$ cat src/rtl/rmdn_pkg.sv
package rmdn_pkg;

    typedef enum logic [1:0] {
        MODE_MUL_REDUCE = 2'd0,
        MODE_MUL_RAW    = 2'd1,
        MODE_DIV_REDUCE = 2'd2,
        MODE_REDUCE_A   = 2'd3
    } mode_t;

    typedef enum logic [3:0] {
        ST_IDLE,
        ST_MUL1,
        ST_MUL2,
        ST_GCD_START,
        ST_GCD_WAIT,
        ST_DIVN_START,
        ST_DIVN_WAIT,
        ST_DIVD_START,
        ST_DIVD_WAIT,
        ST_OUT
    } state_t;

endpackage

$ cat src/rtl/rmdn_if.sv
interface rmdn_in_if #(parameter int WORD_BITS = 64);
    logic                 valid;
    logic                 ready;
    logic [1:0]           mode;
    logic [WORD_BITS-1:0] a_num;
    logic [WORD_BITS-1:0] a_den;
    logic [WORD_BITS-1:0] b_num;
    logic [WORD_BITS-1:0] b_den;
    modport source (output valid, mode, a_num, a_den, b_num, b_den, input ready);
    modport sink (input valid, mode, a_num, a_den, b_num, b_den, output ready);
endinterface

interface rmdn_out_if #(parameter int WORD_BITS = 64);
    logic                 valid;
    logic                 ready;
    logic [WORD_BITS-1:0] res_num;
    logic [WORD_BITS-1:0] res_den;
    logic                 undefined_flag;
    modport source (output valid, res_num, res_den, undefined_flag, input ready);
    modport sink (input valid, res_num, res_den, undefined_flag, output ready);
endinterface

$ cat src/rtl/rmdn_mul.sv
module rmdn_mul #(
    parameter int WORD_BITS = 64
) (
    input  logic                 clk,
    input  logic                 rst_n,
    input  logic                 start,
    input  logic [WORD_BITS-1:0] x,
    input  logic [WORD_BITS-1:0] y,
    output logic                 done,
    output logic [WORD_BITS-1:0] p
);
    localparam int CW = $clog2(WORD_BITS + 1);

    logic [WORD_BITS-1:0] acc_reg, acc_next;
    logic [WORD_BITS-1:0] mc_reg, mc_next;
    logic [WORD_BITS-1:0] mp_reg, mp_next;
    logic [CW-1:0]        cnt_reg, cnt_next;
    logic                 busy_reg, busy_next;
    logic                 done_reg, done_next;

    always_comb
    begin
        acc_next  = acc_reg;
        mc_next   = mc_reg;
        mp_next   = mp_reg;
        cnt_next  = cnt_reg;
        busy_next = busy_reg;
        done_next = 1'b0;
        if (start)
        begin
            acc_next  = '0;
            mc_next   = x;
            mp_next   = y;
            cnt_next  = '0;
            busy_next = 1'b1;
        end
        else if (busy_reg)
        begin
            if (mp_reg[0])
            begin
                acc_next = acc_reg + mc_reg;
            end
            mc_next  = {mc_reg[WORD_BITS-2:0], 1'b0};
            mp_next  = {1'b0, mp_reg[WORD_BITS-1:1]};
            cnt_next = cnt_reg + 1'b1;
            if (cnt_reg == CW'(WORD_BITS - 1))
            begin
                busy_next = 1'b0;
                done_next = 1'b1;
            end
        end
    end

    always_ff @(posedge clk or negedge rst_n)
    begin
        if (!rst_n)
        begin
            busy_reg <= 1'b0;
            done_reg <= 1'b0;
            cnt_reg  <= '0;
        end
        else
        begin
            busy_reg <= busy_next;
            done_reg <= done_next;
            cnt_reg  <= cnt_next;
        end
    end

    always_ff @(posedge clk)
    begin
        acc_reg <= acc_next;
        mc_reg  <= mc_next;
        mp_reg  <= mp_next;
    end

    assign done = done_reg;
    assign p    = acc_reg;
endmodule

$ cat src/rtl/rmdn_div.sv
module rmdn_div #(
    parameter int WORD_BITS = 64
) (
    input  logic                 clk,
    input  logic                 rst_n,
    input  logic                 start,
    input  logic [WORD_BITS-1:0] x,
    input  logic [WORD_BITS-1:0] y,
    output logic                 done,
    output logic [WORD_BITS-1:0] quo,
    output logic [WORD_BITS-1:0] rem
);
    localparam int CW = $clog2(WORD_BITS + 1);

    logic [WORD_BITS-1:0] q_reg, q_next;
    logic [WORD_BITS-1:0] r_reg, r_next;
    logic [WORD_BITS-1:0] d_reg, d_next;
    logic [CW-1:0]        cnt_reg, cnt_next;
    logic                 busy_reg, busy_next;
    logic                 done_reg, done_next;
    logic [WORD_BITS:0]   trial;

    always_comb
    begin
        q_next    = q_reg;
        r_next    = r_reg;
        d_next    = d_reg;
        cnt_next  = cnt_reg;
        busy_next = busy_reg;
        done_next = 1'b0;
        trial     = {r_reg, q_reg[WORD_BITS-1]} - {1'b0, d_reg};
        if (start)
        begin
            q_next    = x;
            r_next    = '0;
            d_next    = y;
            cnt_next  = '0;
            busy_next = 1'b1;
        end
        else if (busy_reg)
        begin
            if (!trial[WORD_BITS])
            begin
                r_next = trial[WORD_BITS-1:0];
                q_next = {q_reg[WORD_BITS-2:0], 1'b1};
            end
            else
            begin
                r_next = {r_reg[WORD_BITS-2:0], q_reg[WORD_BITS-1]};
                q_next = {q_reg[WORD_BITS-2:0], 1'b0};
            end
            cnt_next = cnt_reg + 1'b1;
            if (cnt_reg == CW'(WORD_BITS - 1))
            begin
                busy_next = 1'b0;
                done_next = 1'b1;
            end
        end
    end

    always_ff @(posedge clk or negedge rst_n)
    begin
        if (!rst_n)
        begin
            busy_reg <= 1'b0;
            done_reg <= 1'b0;
            cnt_reg  <= '0;
        end
        else
        begin
            busy_reg <= busy_next;
            done_reg <= done_next;
            cnt_reg  <= cnt_next;
        end
    end

    always_ff @(posedge clk)
    begin
        q_reg <= q_next;
        r_reg <= r_next;
        d_reg <= d_next;
    end

    assign done = done_reg;
    assign quo  = q_reg;
    assign rem  = r_reg;
endmodule

$ cat src/rtl/rmdn_gcd.sv
module rmdn_gcd
    import rmdn_pkg::*;
#(
    parameter int WORD_BITS = 64
) (
    input  logic                 clk,
    input  logic                 rst_n,
    input  logic                 start,
    input  logic [WORD_BITS-1:0] x,
    input  logic [WORD_BITS-1:0] y,
    output logic                 done,
    output logic [WORD_BITS-1:0] g
);
    // Binary gcd: strip common twos, then subtract and shift, one step a cycle.
    localparam int KW = $clog2(WORD_BITS + 1);

    logic [WORD_BITS-1:0] u_reg, u_next;
    logic [WORD_BITS-1:0] v_reg, v_next;
    logic [KW-1:0]        k_reg, k_next;
    logic [1:0]           ph_reg, ph_next;
    logic                 done_reg, done_next;
    logic [WORD_BITS-1:0] g_reg, g_next;

    localparam logic [1:0] PH_IDLE = 2'd0;
    localparam logic [1:0] PH_TWOS = 2'd1;
    localparam logic [1:0] PH_LOOP = 2'd2;

    always_comb
    begin
        u_next    = u_reg;
        v_next    = v_reg;
        k_next    = k_reg;
        ph_next   = ph_reg;
        g_next    = g_reg;
        done_next = 1'b0;
        if (start)
        begin
            u_next  = x;
            v_next  = y;
            k_next  = '0;
            ph_next = PH_TWOS;
        end
        else
        begin
            case (ph_reg)
                PH_TWOS:
                begin
                    if (u_reg == '0 || v_reg == '0)
                    begin
                        g_next    = u_reg | v_reg;
                        done_next = 1'b1;
                        ph_next   = PH_IDLE;
                    end
                    else if (!u_reg[0] && !v_reg[0])
                    begin
                        u_next = u_reg >> 1;
                        v_next = v_reg >> 1;
                        k_next = k_reg + 1'b1;
                    end
                    else
                    begin
                        ph_next = PH_LOOP;
                    end
                end
                PH_LOOP:
                begin
                    if (u_reg == '0 || v_reg == '0)
                    begin
                        g_next    = (u_reg | v_reg) << k_reg;
                        done_next = 1'b1;
                        ph_next   = PH_IDLE;
                    end
                    else if (!u_reg[0])
                    begin
                        u_next = u_reg >> 1;
                    end
                    else if (!v_reg[0])
                    begin
                        v_next = v_reg >> 1;
                    end
                    else if (u_reg >= v_reg)
                    begin
                        u_next = (u_reg - v_reg) >> 1;
                    end
                    else
                    begin
                        v_next = (v_reg - u_reg) >> 1;
                    end
                end
                default:
                begin
                    ph_next = PH_IDLE;
                end
            endcase
        end
    end

    always_ff @(posedge clk or negedge rst_n)
    begin
        if (!rst_n)
        begin
            ph_reg   <= PH_IDLE;
            done_reg <= 1'b0;
        end
        else
        begin
            ph_reg   <= ph_next;
            done_reg <= done_next;
        end
    end

    always_ff @(posedge clk)
    begin
        u_reg <= u_next;
        v_reg <= v_next;
        k_reg <= k_next;
        g_reg <= g_next;
    end

    assign done = done_reg;
    assign g    = g_reg;
endmodule

$ cat src/rtl/rational_mul_div_normalize_top.sv
// Rational multiply, divide and reduce on unsigned WORD_BITS-bit rationals.
// Input channel in_ch carries mode, a_num, a_den, b_num and b_den; a transfer
// happens when valid and ready are both high. Output channel out_ch carries
// res_num, res_den and undefined_flag, one result per input transfer.
// The block works on one item at a time and drops ready from the input
// transfer until its result has been taken.
// Steps: two shift-add multiplies (skipped in reduce-A mode), a binary gcd,
// then two restoring divisions; raw multiply mode ends after the multiplies.
// Both parts zero skip division and set undefined_flag. A stalled receiver
// holds the result in the output register and the block accepts nothing new.
// Reset clears the sequencer to idle with no result pending.
module rational_mul_div_normalize_top
    import rmdn_pkg::*;
#(
    parameter int WORD_BITS = 64
) (
    input logic clk,
    input logic rst_n,
    rmdn_in_if.sink    in_ch,
    rmdn_out_if.source out_ch
);
    state_t               st_reg, st_next;
    mode_t                mode_reg, mode_next;
    logic [WORD_BITS-1:0] an_reg, an_next, ad_reg, ad_next;
    logic [WORD_BITS-1:0] bn_reg, bn_next, bd_reg, bd_next;
    logic [WORD_BITS-1:0] rn_reg, rn_next, rd_reg, rd_next;
    logic [WORD_BITS-1:0] g_reg, g_next;
    logic                 flag_reg, flag_next;

    logic                 mul_start, mul_done;
    logic [WORD_BITS-1:0] mul_x, mul_y, mul_p;
    logic                 gcd_start, gcd_done;
    logic [WORD_BITS-1:0] gcd_g;
    logic                 div_start, div_done;
    logic [WORD_BITS-1:0] div_x, div_q, div_r;

    rmdn_mul #(.WORD_BITS(WORD_BITS)) u_mul (
        .clk(clk), .rst_n(rst_n), .start(mul_start), .x(mul_x), .y(mul_y),
        .done(mul_done), .p(mul_p)
    );

    rmdn_gcd #(.WORD_BITS(WORD_BITS)) u_gcd (
        .clk(clk), .rst_n(rst_n), .start(gcd_start), .x(rn_reg), .y(rd_reg),
        .done(gcd_done), .g(gcd_g)
    );

    rmdn_div #(.WORD_BITS(WORD_BITS)) u_div (
        .clk(clk), .rst_n(rst_n), .start(div_start), .x(div_x), .y(g_reg),
        .done(div_done), .quo(div_q), .rem(div_r)
    );

    always_comb
    begin
        st_next   = st_reg;
        mode_next = mode_reg;
        an_next   = an_reg;
        ad_next   = ad_reg;
        bn_next   = bn_reg;
        bd_next   = bd_reg;
        rn_next   = rn_reg;
        rd_next   = rd_reg;
        g_next    = g_reg;
        flag_next = flag_reg;
        mul_start = 1'b0;
        gcd_start = 1'b0;
        div_start = 1'b0;
        mul_x     = an_reg;
        mul_y     = bn_reg;
        div_x     = rn_reg;
        in_ch.ready = (st_reg == ST_IDLE);
        case (st_reg)
            ST_IDLE:
            begin
                if (in_ch.valid)
                begin
                    mode_next = mode_t'(in_ch.mode);
                    an_next   = in_ch.a_num;
                    ad_next   = in_ch.a_den;
                    flag_next = 1'b0;
                    if (mode_t'(in_ch.mode) == MODE_DIV_REDUCE)
                    begin
                        bn_next = in_ch.b_den;
                        bd_next = in_ch.b_num;
                    end
                    else
                    begin
                        bn_next = in_ch.b_num;
                        bd_next = in_ch.b_den;
                    end
                    if (mode_t'(in_ch.mode) == MODE_REDUCE_A)
                    begin
                        rn_next = in_ch.a_num;
                        rd_next = in_ch.a_den;
                        st_next = ST_GCD_START;
                    end
                    else
                    begin
                        st_next = ST_MUL1;
                        mul_start = 1'b1;
                        mul_x = in_ch.a_num;
                        mul_y = (mode_t'(in_ch.mode) == MODE_DIV_REDUCE) ?
                                in_ch.b_den : in_ch.b_num;
                    end
                end
            end
            ST_MUL1:
            begin
                if (mul_done)
                begin
                    rn_next   = mul_p;
                    mul_start = 1'b1;
                    mul_x     = ad_reg;
                    mul_y     = bd_reg;
                    st_next   = ST_MUL2;
                end
            end
            ST_MUL2:
            begin
                mul_x = ad_reg;
                mul_y = bd_reg;
                if (mul_done)
                begin
                    rd_next = mul_p;
                    st_next = (mode_reg == MODE_MUL_RAW) ? ST_OUT : ST_GCD_START;
                end
            end
            ST_GCD_START:
            begin
                gcd_start = 1'b1;
                st_next   = ST_GCD_WAIT;
            end
            ST_GCD_WAIT:
            begin
                if (gcd_done)
                begin
                    g_next = gcd_g;
                    if (gcd_g == '0)
                    begin
                        flag_next = 1'b1;
                        st_next   = ST_OUT;
                    end
                    else
                    begin
                        st_next = ST_DIVN_START;
                    end
                end
            end
            ST_DIVN_START:
            begin
                div_start = 1'b1;
                st_next   = ST_DIVN_WAIT;
            end
            ST_DIVN_WAIT:
            begin
                if (div_done)
                begin
                    rn_next = div_q;
                    st_next = ST_DIVD_START;
                end
            end
            ST_DIVD_START:
            begin
                div_x     = rd_reg;
                div_start = 1'b1;
                st_next   = ST_DIVD_WAIT;
            end
            ST_DIVD_WAIT:
            begin
                if (div_done)
                begin
                    rd_next = div_q;
                    st_next = ST_OUT;
                end
            end
            ST_OUT:
            begin
                if (out_ch.ready)
                begin
                    st_next = ST_IDLE;
                end
            end
            default:
            begin
                st_next = ST_IDLE;
            end
        endcase
    end

    always_ff @(posedge clk or negedge rst_n)
    begin
        if (!rst_n)
        begin
            st_reg <= ST_IDLE;
        end
        else
        begin
            st_reg <= st_next;
        end
    end

    always_ff @(posedge clk)
    begin
        mode_reg <= mode_next;
        an_reg   <= an_next;
        ad_reg   <= ad_next;
        bn_reg   <= bn_next;
        bd_reg   <= bd_next;
        rn_reg   <= rn_next;
        rd_reg   <= rd_next;
        g_reg    <= g_next;
        flag_reg <= flag_next;
    end

    assign out_ch.valid          = (st_reg == ST_OUT);
    assign out_ch.res_num        = rn_reg;
    assign out_ch.res_den        = rd_reg;
    assign out_ch.undefined_flag = flag_reg;

    logic unused_rem;
    assign unused_rem = ^div_r;
endmodule
$ cat src/flat_wrapper.sv
// flat-port wrapper written by rule: the top's interface ports become plain ports
module rational_mul_div_normalize_top_flat import rmdn_pkg::*;
#(
    parameter int WORD_BITS = 64
)
  (clk, rst_n, in_ch_valid, in_ch_mode, in_ch_a_num, in_ch_a_den, in_ch_b_num, in_ch_b_den, in_ch_ready, out_ch_valid, out_ch_res_num, out_ch_res_den, out_ch_undefined_flag, out_ch_ready);
  rmdn_in_if #(.WORD_BITS(WORD_BITS)) in_ch_i ();
  rmdn_out_if #(.WORD_BITS(WORD_BITS)) out_ch_i ();
  input logic clk;
  input logic rst_n;
  input wire logic [$bits(in_ch_i.valid)-1:0] in_ch_valid;
  input wire logic [$bits(in_ch_i.mode)-1:0] in_ch_mode;
  input wire logic [$bits(in_ch_i.a_num)-1:0] in_ch_a_num;
  input wire logic [$bits(in_ch_i.a_den)-1:0] in_ch_a_den;
  input wire logic [$bits(in_ch_i.b_num)-1:0] in_ch_b_num;
  input wire logic [$bits(in_ch_i.b_den)-1:0] in_ch_b_den;
  output wire logic [$bits(in_ch_i.ready)-1:0] in_ch_ready;
  output wire logic [$bits(out_ch_i.valid)-1:0] out_ch_valid;
  output wire logic [$bits(out_ch_i.res_num)-1:0] out_ch_res_num;
  output wire logic [$bits(out_ch_i.res_den)-1:0] out_ch_res_den;
  output wire logic [$bits(out_ch_i.undefined_flag)-1:0] out_ch_undefined_flag;
  input wire logic [$bits(out_ch_i.ready)-1:0] out_ch_ready;
  assign in_ch_i.valid = in_ch_valid;
  assign in_ch_i.mode = in_ch_mode;
  assign in_ch_i.a_num = in_ch_a_num;
  assign in_ch_i.a_den = in_ch_a_den;
  assign in_ch_i.b_num = in_ch_b_num;
  assign in_ch_i.b_den = in_ch_b_den;
  assign in_ch_ready = in_ch_i.ready;
  assign out_ch_valid = out_ch_i.valid;
  assign out_ch_res_num = out_ch_i.res_num;
  assign out_ch_res_den = out_ch_i.res_den;
  assign out_ch_undefined_flag = out_ch_i.undefined_flag;
  assign out_ch_i.ready = out_ch_ready;
  rational_mul_div_normalize_top #(.WORD_BITS(WORD_BITS)) u_core (.clk(clk), .rst_n(rst_n), .in_ch(in_ch_i), .out_ch(out_ch_i));
endmodule
$ cat config.mk
export PLATFORM = sky130hd
export DESIGN_NAME = rational_mul_div_normalize_top_flat
export DESIGN_NICKNAME = d
export VERILOG_FILES = /design/src/rtl/rmdn_pkg.sv /design/src/rtl/rmdn_if.sv /design/src/rtl/rmdn_mul.sv /design/src/rtl/rmdn_div.sv /design/src/rtl/rmdn_gcd.sv /design/src/rtl/rational_mul_div_normalize_top.sv /design/src/flat_wrapper.sv
export SDC_FILE = /design/constraint.sdc
export NUM_CORES = 2
export LEC_CHECK = 0
export BUFFER_PORTS_ARGS = -buffer_cell sky130_fd_sc_hd__buf_2
export CELL_PAD_IN_SITES_DETAIL_PLACEMENT = 1
export CELL_PAD_IN_SITES_GLOBAL_PLACEMENT = 2
export CORE_MARGIN = 2
export CORE_UTILIZATION = 39
export CTS_CLUSTER_SIZE = 8
export DETAILED_ROUTE_END_ITERATION = 12
export GPL_TIMING_DRIVEN = 0
export PLACE_DENSITY_LB_ADDON = 0.1
export SLEW_MARGIN = 30
export SYNTH_ARGS = -nofsm -noshare
export SYNTH_HDL_FRONTEND = slang
export SYNTH_SLANG_ARGS = --single-unit
$ cat constraint.sdc
create_clock -name clk -period 10.9 [get_ports clk]
set_input_delay 0 -clock clk [delete_from_list [all_inputs] [get_ports clk]]
set_output_delay 0 -clock clk [all_outputs]
set_load 0.02 [all_outputs]
Yosys cells after proc, flatten, opt, wreduce, memory -nomap -nowiden
Index checks and enable logic that the tools add are counted.
- register bits after elaboration: 1059
- latch bits: 0
- memory bits (writable): 0
- ROM bits: 0
- bits of input ports: 262
- output and inout port bits: 131
- memories: 0
- $add $sub $neg: 7
- $mul: 0
- div/mod/pow operators: 0
- $lt $le $gt $ge: 1
- eq/ne operators: 36
- shifts and indexed selects: 1
- muxes and demuxes: 91
- bitwise operators: 3
- reduce and logical (&&, ||, !) cells: 31
- operator list (cell ; number):
    $mux W64 ; 38
    $pmux W64 S3 ; 4
    $pmux W64 S2 ; 3
    $logic_not A64 Y1 ; 3
    $sub A64 B64 Y64 ; 2
    $sub A65 B64 Y65 ; 1
    $add A64 B64 Y64 ; 1
    $ge A64 B64 Y1 ; 1
    $or A64 B64 Y64 ; 1
    $shl A64 B7 Y64 ; 1
    $pmux W4 S10 ; 1
    $mux W4 ; 9
    $mux W7 ; 4
    $mux W1 ; 24
    $add A7 B1 Y7 const B ; 3
    $eq A4 B3 Y1 const B ; 4
    $ne A2 B2 Y1 const B ; 8
    $ne A4 B3 Y1 const B ; 4
    $ne A3 B2 Y1 const B ; 5
    $reduce_and A5 Y1 ; 3
    $eq A7 B6 Y1 const B ; 2
    $reduce_and A4 Y1 ; 3
    $reduce_and A6 Y1 ; 2
    $mux W2 ; 5
    19 further kinds ; 38

Depth between registers and ports, before layout
- depth in word-level cells: 7
- depth in mapped cells: 16
- gate-level depth less buffers: 14

By module
Synthesis repeated with hierarchy kept, for this count alone.
- cells, all modules: 6640
- area total of the unflattened synthesis: 66707.7 um^2
- by module, submodules not included (module ; times used ; cells each ; area an instance (um^2) ; seq. area each (um^2)):
    rmdn_gcd ; 1 ; 2722 ; 22212.6 ; 5980.7
    rational_mul_div_normalize_top ; 1 ; 1548 ; 20654.8 ; 13643.1
    rmdn_div ; 1 ; 1234 ; 12007.8 ; 5350.1
    rmdn_mul ; 1 ; 1136 ; 11832.6 ; 5350.1

Least setup slack after synthesis
No wires, ideal clock.
- path kind: register to register
- start: reg u_core.st_reg[1]
- end: reg u_core.rd_reg[0] (netlist: u_core.out_ch.res_den[0]) (enable)
- data arrival time: 7.518 ns
- slack: 2.875 ns
- stages on the path, launching flop included: 8
- buffers on the path: 1
- clock period less this slack: 8.025 ns
- cells stage by stage: dfrtp_1 > clkbuf_1 > nor2_1 > nand2_1 > inv_1 > and2_1 > nand3_1 > a21oi_1
- cells in the longest elaborated chain, start to end: 3
- RTL lines (element ; RTL line ; source):
    start: declaration ; rational_mul_div_normalize_top.sv:22 ; state_t st_reg, st_next;
    start signal: assignment ; rational_mul_div_normalize_top.sv:197 ; st_reg <= st_next;
    $logic_not A4 Y1 * ; -- ;
    via in_ch_ready ; flat_wrapper.sv:17 ; output wire logic [$bits(in_ch_i.ready)-1:0] in_ch_ready;
    $ne A2 B1 Y1 (no line), or another cell as far along ; -- ;
    $reduce_and A5 Y1 (no line) * ; -- ;
    end signal: assignment ; rational_mul_div_normalize_top.sv:209 ; rd_reg <= rd_next;
    end: declaration ; rational_mul_div_normalize_top.sv:26 ; logic [WORD_BITS-1:0] rn_reg, rn_next, rd_reg, rd_next;
The timed path passes the listed nets; every way through them passes the cells marked *.
A chain may end at the register's enable or synchronous reset.

Worst setup path in the final report
- start: reg u_core.u_gcd.v_reg[0]
- end: reg u_core.u_gcd.v_reg[61] (data pin)
- cells in the longest elaborated chain, start to end: 7
- RTL lines (element ; RTL line ; source):
    start: declaration ; rmdn_gcd.sv:18 ; logic [WORD_BITS-1:0] v_reg, v_next;
    start signal: assignment ; rmdn_gcd.sv:115 ; v_reg <= v_next;
    $sub A64 B64 Y64 ; rmdn_gcd.sv:87 ; v_next = (v_reg - u_reg) >> 1;
    $mux W64 ; rmdn_gcd.sv:81 ; else if (u_reg >= v_reg)
    $mux W64 * ; rmdn_gcd.sv:77 ; else if (!v_reg[0])
    $mux W64 * ; rmdn_gcd.sv:73 ; else if (!u_reg[0])
    $mux W64 * ; rmdn_gcd.sv:67 ; if (u_reg == '0 || v_reg == '0)
    $pmux W64 S2 * ; rmdn_gcd.sv:45 ; case (ph_reg)
    $mux W64 * ; rmdn_gcd.sv:36 ; if (start)
    via u_core.u_gcd.v_next[61] ; rmdn_gcd.sv:18 ;
The timed path passes the listed nets; every way through them passes the cells marked *. The select of a mux whose other input is x is not followed.

==> metrics list <==
- The slowest stage of the critical path belongs to the cell sky130_fd_sc_hd__nor4_1.
- At the pin with the least slew margin, the transition time is 1137 ps.
- The tool flagged a number of max-cap violations equal to 0.
- The H-tree was split into 4 levels.
- In this run the tool buffered the top-level ports with 392 buffer cells.
- The design draws 29.68 mW.
* Top-Level Pins: 393
- For this design the ratio of total power to cell area is 401.4 mW/mm^2.
- Once the floorplan was initialized, standard cells occupied 39.20% of the core.
* Clock root buffer: sky130_fd_sc_hd__clkbuf_16
- Number of global-route vias before repair: 60390
- Number of nets at the end of the flow: 8006
- The pre-antenna-repair detailed-routing pass consisted of 6 iterations.
- Before CTS, the worst setup slack after placement is 5095 ps.
* Mean instance size in the synthesized netlist: 9.352 um^2
- Post-synthesis cell type with the largest combined area: sky130_fd_sc_hd__edfxtp_1
- Measured along the x axis, the die boundary spans 397.3 um.
- For this run, the register share of the synthesized area comes to 44.00%.
- Top post-synthesis cells by area: sky130_fd_sc_hd__edfxtp_1, sky130_fd_sc_hd__ha_1, sky130_fd_sc_hd__nand2_1
- Area of the mapped netlist: 0.06032 mm^2
* Path category of the worst min-delay check: in -> reg
- Detailed routing inserted a total of 58660 vias.
- The first global-routing pass estimated 428100 um of wire.
- Yosys warning count: 0
- For this run, the top clock speed supported by timing is 164.5 MHz.
* Fraction of synthesized cell area taken by the top area cell type: 38.48%
- Synth async-reset ratio: 2.680%
* Family with the most delay on the worst path: compound AO/OA/AOI/OAI gates
- The critical path in this run is classified as reg -> reg.
- Peak fanout along the critical path: 7
- The final-report max-slew violation count is 0.
* Flip-flop cell with the highest count after synthesis: sky130_fd_sc_hd__edfxtp_1
- Data on the critical path is required at its endpoint by 11390 ps.
- The initial antenna violation count came to 31.
- Die boundary height: 397.3 um
- Met1 global-route usage: 49.16%
* Status: finished clean
- STA classifies the critical path endpoint as a flop.
* Ordered list of cells on the worst path: inv_1 > ha_1 > fa_1 > nor3_1 > o311ai_1 > nand2_1 > a31oi_1 > o221a_2 > nor4_1 > o2111ai_1 > nand3_1 > mux2_1 > a2111oi_0 > o31ai_1
- Between clock sinks in the finished design, the worst skew comes to 50.05 ps.
* P&R area growth vs syn: 22.58%
- Global routing consumed, on the met2 layer, 60.24% of the routing resources.
- Once routing completed, OpenROAD measured the worst setup slack at 4819 ps.
- Max-slew headroom at the worst pin: 24.21%
- Routed Wire Length: 301600 um
- Of the cells placed in the final design, the portion with a size suffix greater than 1 is 12.38%.
* Routability congestion estimate: 1.003
- Final std cells w/o fill: 9589
- Setup TNS: 0 ps
- Across every metal layer, demand over resource in global routing totals 37.23%.
* Post-detailed-route via-to-cell ratio: 6.117
* Number of buffers between clock root and the deepest sink: 3
- STA classifies the critical path startpoint as a flop.
- In the post-synthesis netlist, the cell with the most instances is sky130_fd_sc_hd__nand2_1.
* DRT antenna net count: 0
- Gate count after technology mapping: 6450
- After synthesis, the netlist uses 99 different library cells.
- The synthesized design contains 773 enable-type register cells.
* Final Hold Vio Count: 0
- Worst path max stage delay: 810 ps
* Final routed wire length divided by cell count: 31.45 um
- Worst voltage drop across the vdd grid: 0.2482 mV
- The detailed router finished its first iteration with 6209 violations.
- TritonCTS built the clock tree.
- Synthesis produced a netlist with a net count of 7039.
* Residual DRC: 0
- Worst path bufs/invs: 1
- For the worst setup path, the data arrival time is 6570 ps.
- For this run, global-route usage on met3 was measured as 5.431%.
- Placed cells: 8929
- TritonCTS sink count: 933
* Post-route minimum period: 6081 ps
- Flip-flop and latch count after synthesis: 933
* Largest net degree at the start of global routing: 49
* Leak Pwr: 29.26 nW
- Top cells by instance count after synthesis: sky130_fd_sc_hd__nand2_1, sky130_fd_sc_hd__edfxtp_1, sky130_fd_sc_hd__nor2_1
* Later-pin clock latency in the skew report: 810 ps
- CTS buffer count: 136
- For this run the aggregate overflow at the end of global routing stands at 0.
- Of the available clock period, the critical path in the final layout requires 55.79%.
* Tightest hold margin: 30.52 ps
- Once detailed placement completed, the half-perimeter wirelength came to 231200 um.
- The core region is 0.1539 mm^2.
- The floorplan has 144 rows.
- Number of endpoints failing setup at the final stage: 0
- Post-CTS repair timing setup buffer count: 0
- Clock edge transition at the registers on the reported setup and hold paths: 60 ps
* Cts repair resizes: 0
- The global routing stage identified its most utilized layer as met2.
- The floorplan step defined a die boundary enclosing 0.1578 mm^2.
- Setup repair after global routing left no endpoint under its margin.
-- timing repair --
item / 4_1_cts / 5_1_grt
hold endpoints to repair: 464 / 0
hold buffers: 394 / 0
setup endpoints to repair: 0 / 0
-- report_power, final --
part	internal, mW	switching (mW)
Combinational	5.86	11.9
Sequential	5.92	1.78
Clock	2.43	1.80
Total	14.2	15.5
-- layer usage --
layer	part of all wire (%)	routed length [um]
met4	5.2	15550
met2	46	139400
met1	42	126600
met3	6.6	19980
met5	0.015	45
-- worst min-delay path: stages --
cell	delay, ps
sky130_fd_sc_hd__dlygate4sd3_1	520
sky130_fd_sc_hd__buf_2	110
sky130_fd_sc_hd__nand2_1	50
sky130_fd_sc_hd__nand2_1	60
-- placed cells by master (no fill, tap or decap), types with 128 or more instances in the layout --
master | synthesis | final
sky130_fd_sc_hd__mux2i_1 | 128 | 128
sky130_fd_sc_hd__clkbuf_1 | 327 | 384
sky130_fd_sc_hd__nor2_1 | 747 | 742
sky130_fd_sc_hd__nand2_1 | 813 | 812
sky130_fd_sc_hd__mux2_2 | 145 | 145
sky130_fd_sc_hd__xnor2_1 | 169 | 169
sky130_fd_sc_hd__clkbuf_16 | 0 | 136
sky130_fd_sc_hd__edfxtp_1 | 773 | 773
sky130_fd_sc_hd__inv_1 | 320 | 319
sky130_fd_sc_hd__a21oi_1 | 532 | 531
sky130_fd_sc_hd__buf_2 | 32 | 426
sky130_fd_sc_hd__dlygate4sd3_1 | 0 | 393
sky130_fd_sc_hd__a221oi_1 | 202 | 201
sky130_fd_sc_hd__ha_1 | 323 | 323
sky130_fd_sc_hd__o21ai_0 | 359 | 359
sky130_fd_sc_hd__dfxtp_1 | 135 | 135
-- logic make-up (layout without fill, tap and decap cells) --
kind of cell | after synthesis | count (layout) | synth area share [%]
buffers and inverters | 736 | 1809 | 4.694
flip-flops | 933 | 933 | 44.00
XOR/XNOR | 235 | 235 | 3.437
other | 0 | 22 | 0
AO/OA/AOI/OAI | 1799 | 1799 | 19.27
adder cells (fa/ha/maj) | 327 | 327 | 6.833
multiplexers | 327 | 327 | 6.828
AND/OR/NAND/NOR | 2093 | 2093 | 14.94
-- through the flow --
| stage | utilization, % | cell area, um^2 |
|---|---|---|
| after floorplan | - | 60320 |
| after global placement | 42.14 | 64840 |
| after detailed placement | 42.73 | 65750 |
| after CTS | 48.01 | 73870 |
| after global routing | 48.05 | 73930 |
| final | 48.05 | 73940 |
-- cell type report --
type	count	area, um^2
fillers	17600	79930
multi-input cells	4781	31110
flip-flops and latches	933	26540
repair buffers	829	6633
clock buffers	226	3761
well taps	2044	2557
plain buffers	410	1650
inverters	326	1229
clock inverters	18	405.4
diodes	22	55.05
-- path summary, 6_finish.rpt --
path	end	slack, ps	cells past startpoint	from
max	u_core.u_gcd.v_reg[61]$_DFFE_PP_	4820	14	u_core.u_gcd.v_reg[0]$_DFFE_PP_
min	u_core.out_ch.res_den[35]$_DFFE_PP_	30	4	in_ch_a_den[35]
max reg2reg	u_core.u_gcd.v_reg[61]$_DFFE_PP_	4820	14	u_core.u_gcd.v_reg[0]$_DFFE_PP_
min reg2reg	u_core.u_div.d_reg[58]$_DFFE_PN_	420	0	u_core.g_reg[58]$_DFFE_PP_
max in group asynchronous	u_core.st_reg[1]$_DFFE_PN0P_	10290	4	rst_n
min in group asynchronous	u_core.u_div.cnt_reg[2]$_DFFE_PN0P_	410	4	rst_n
Power figures use the tool's default switching activity.
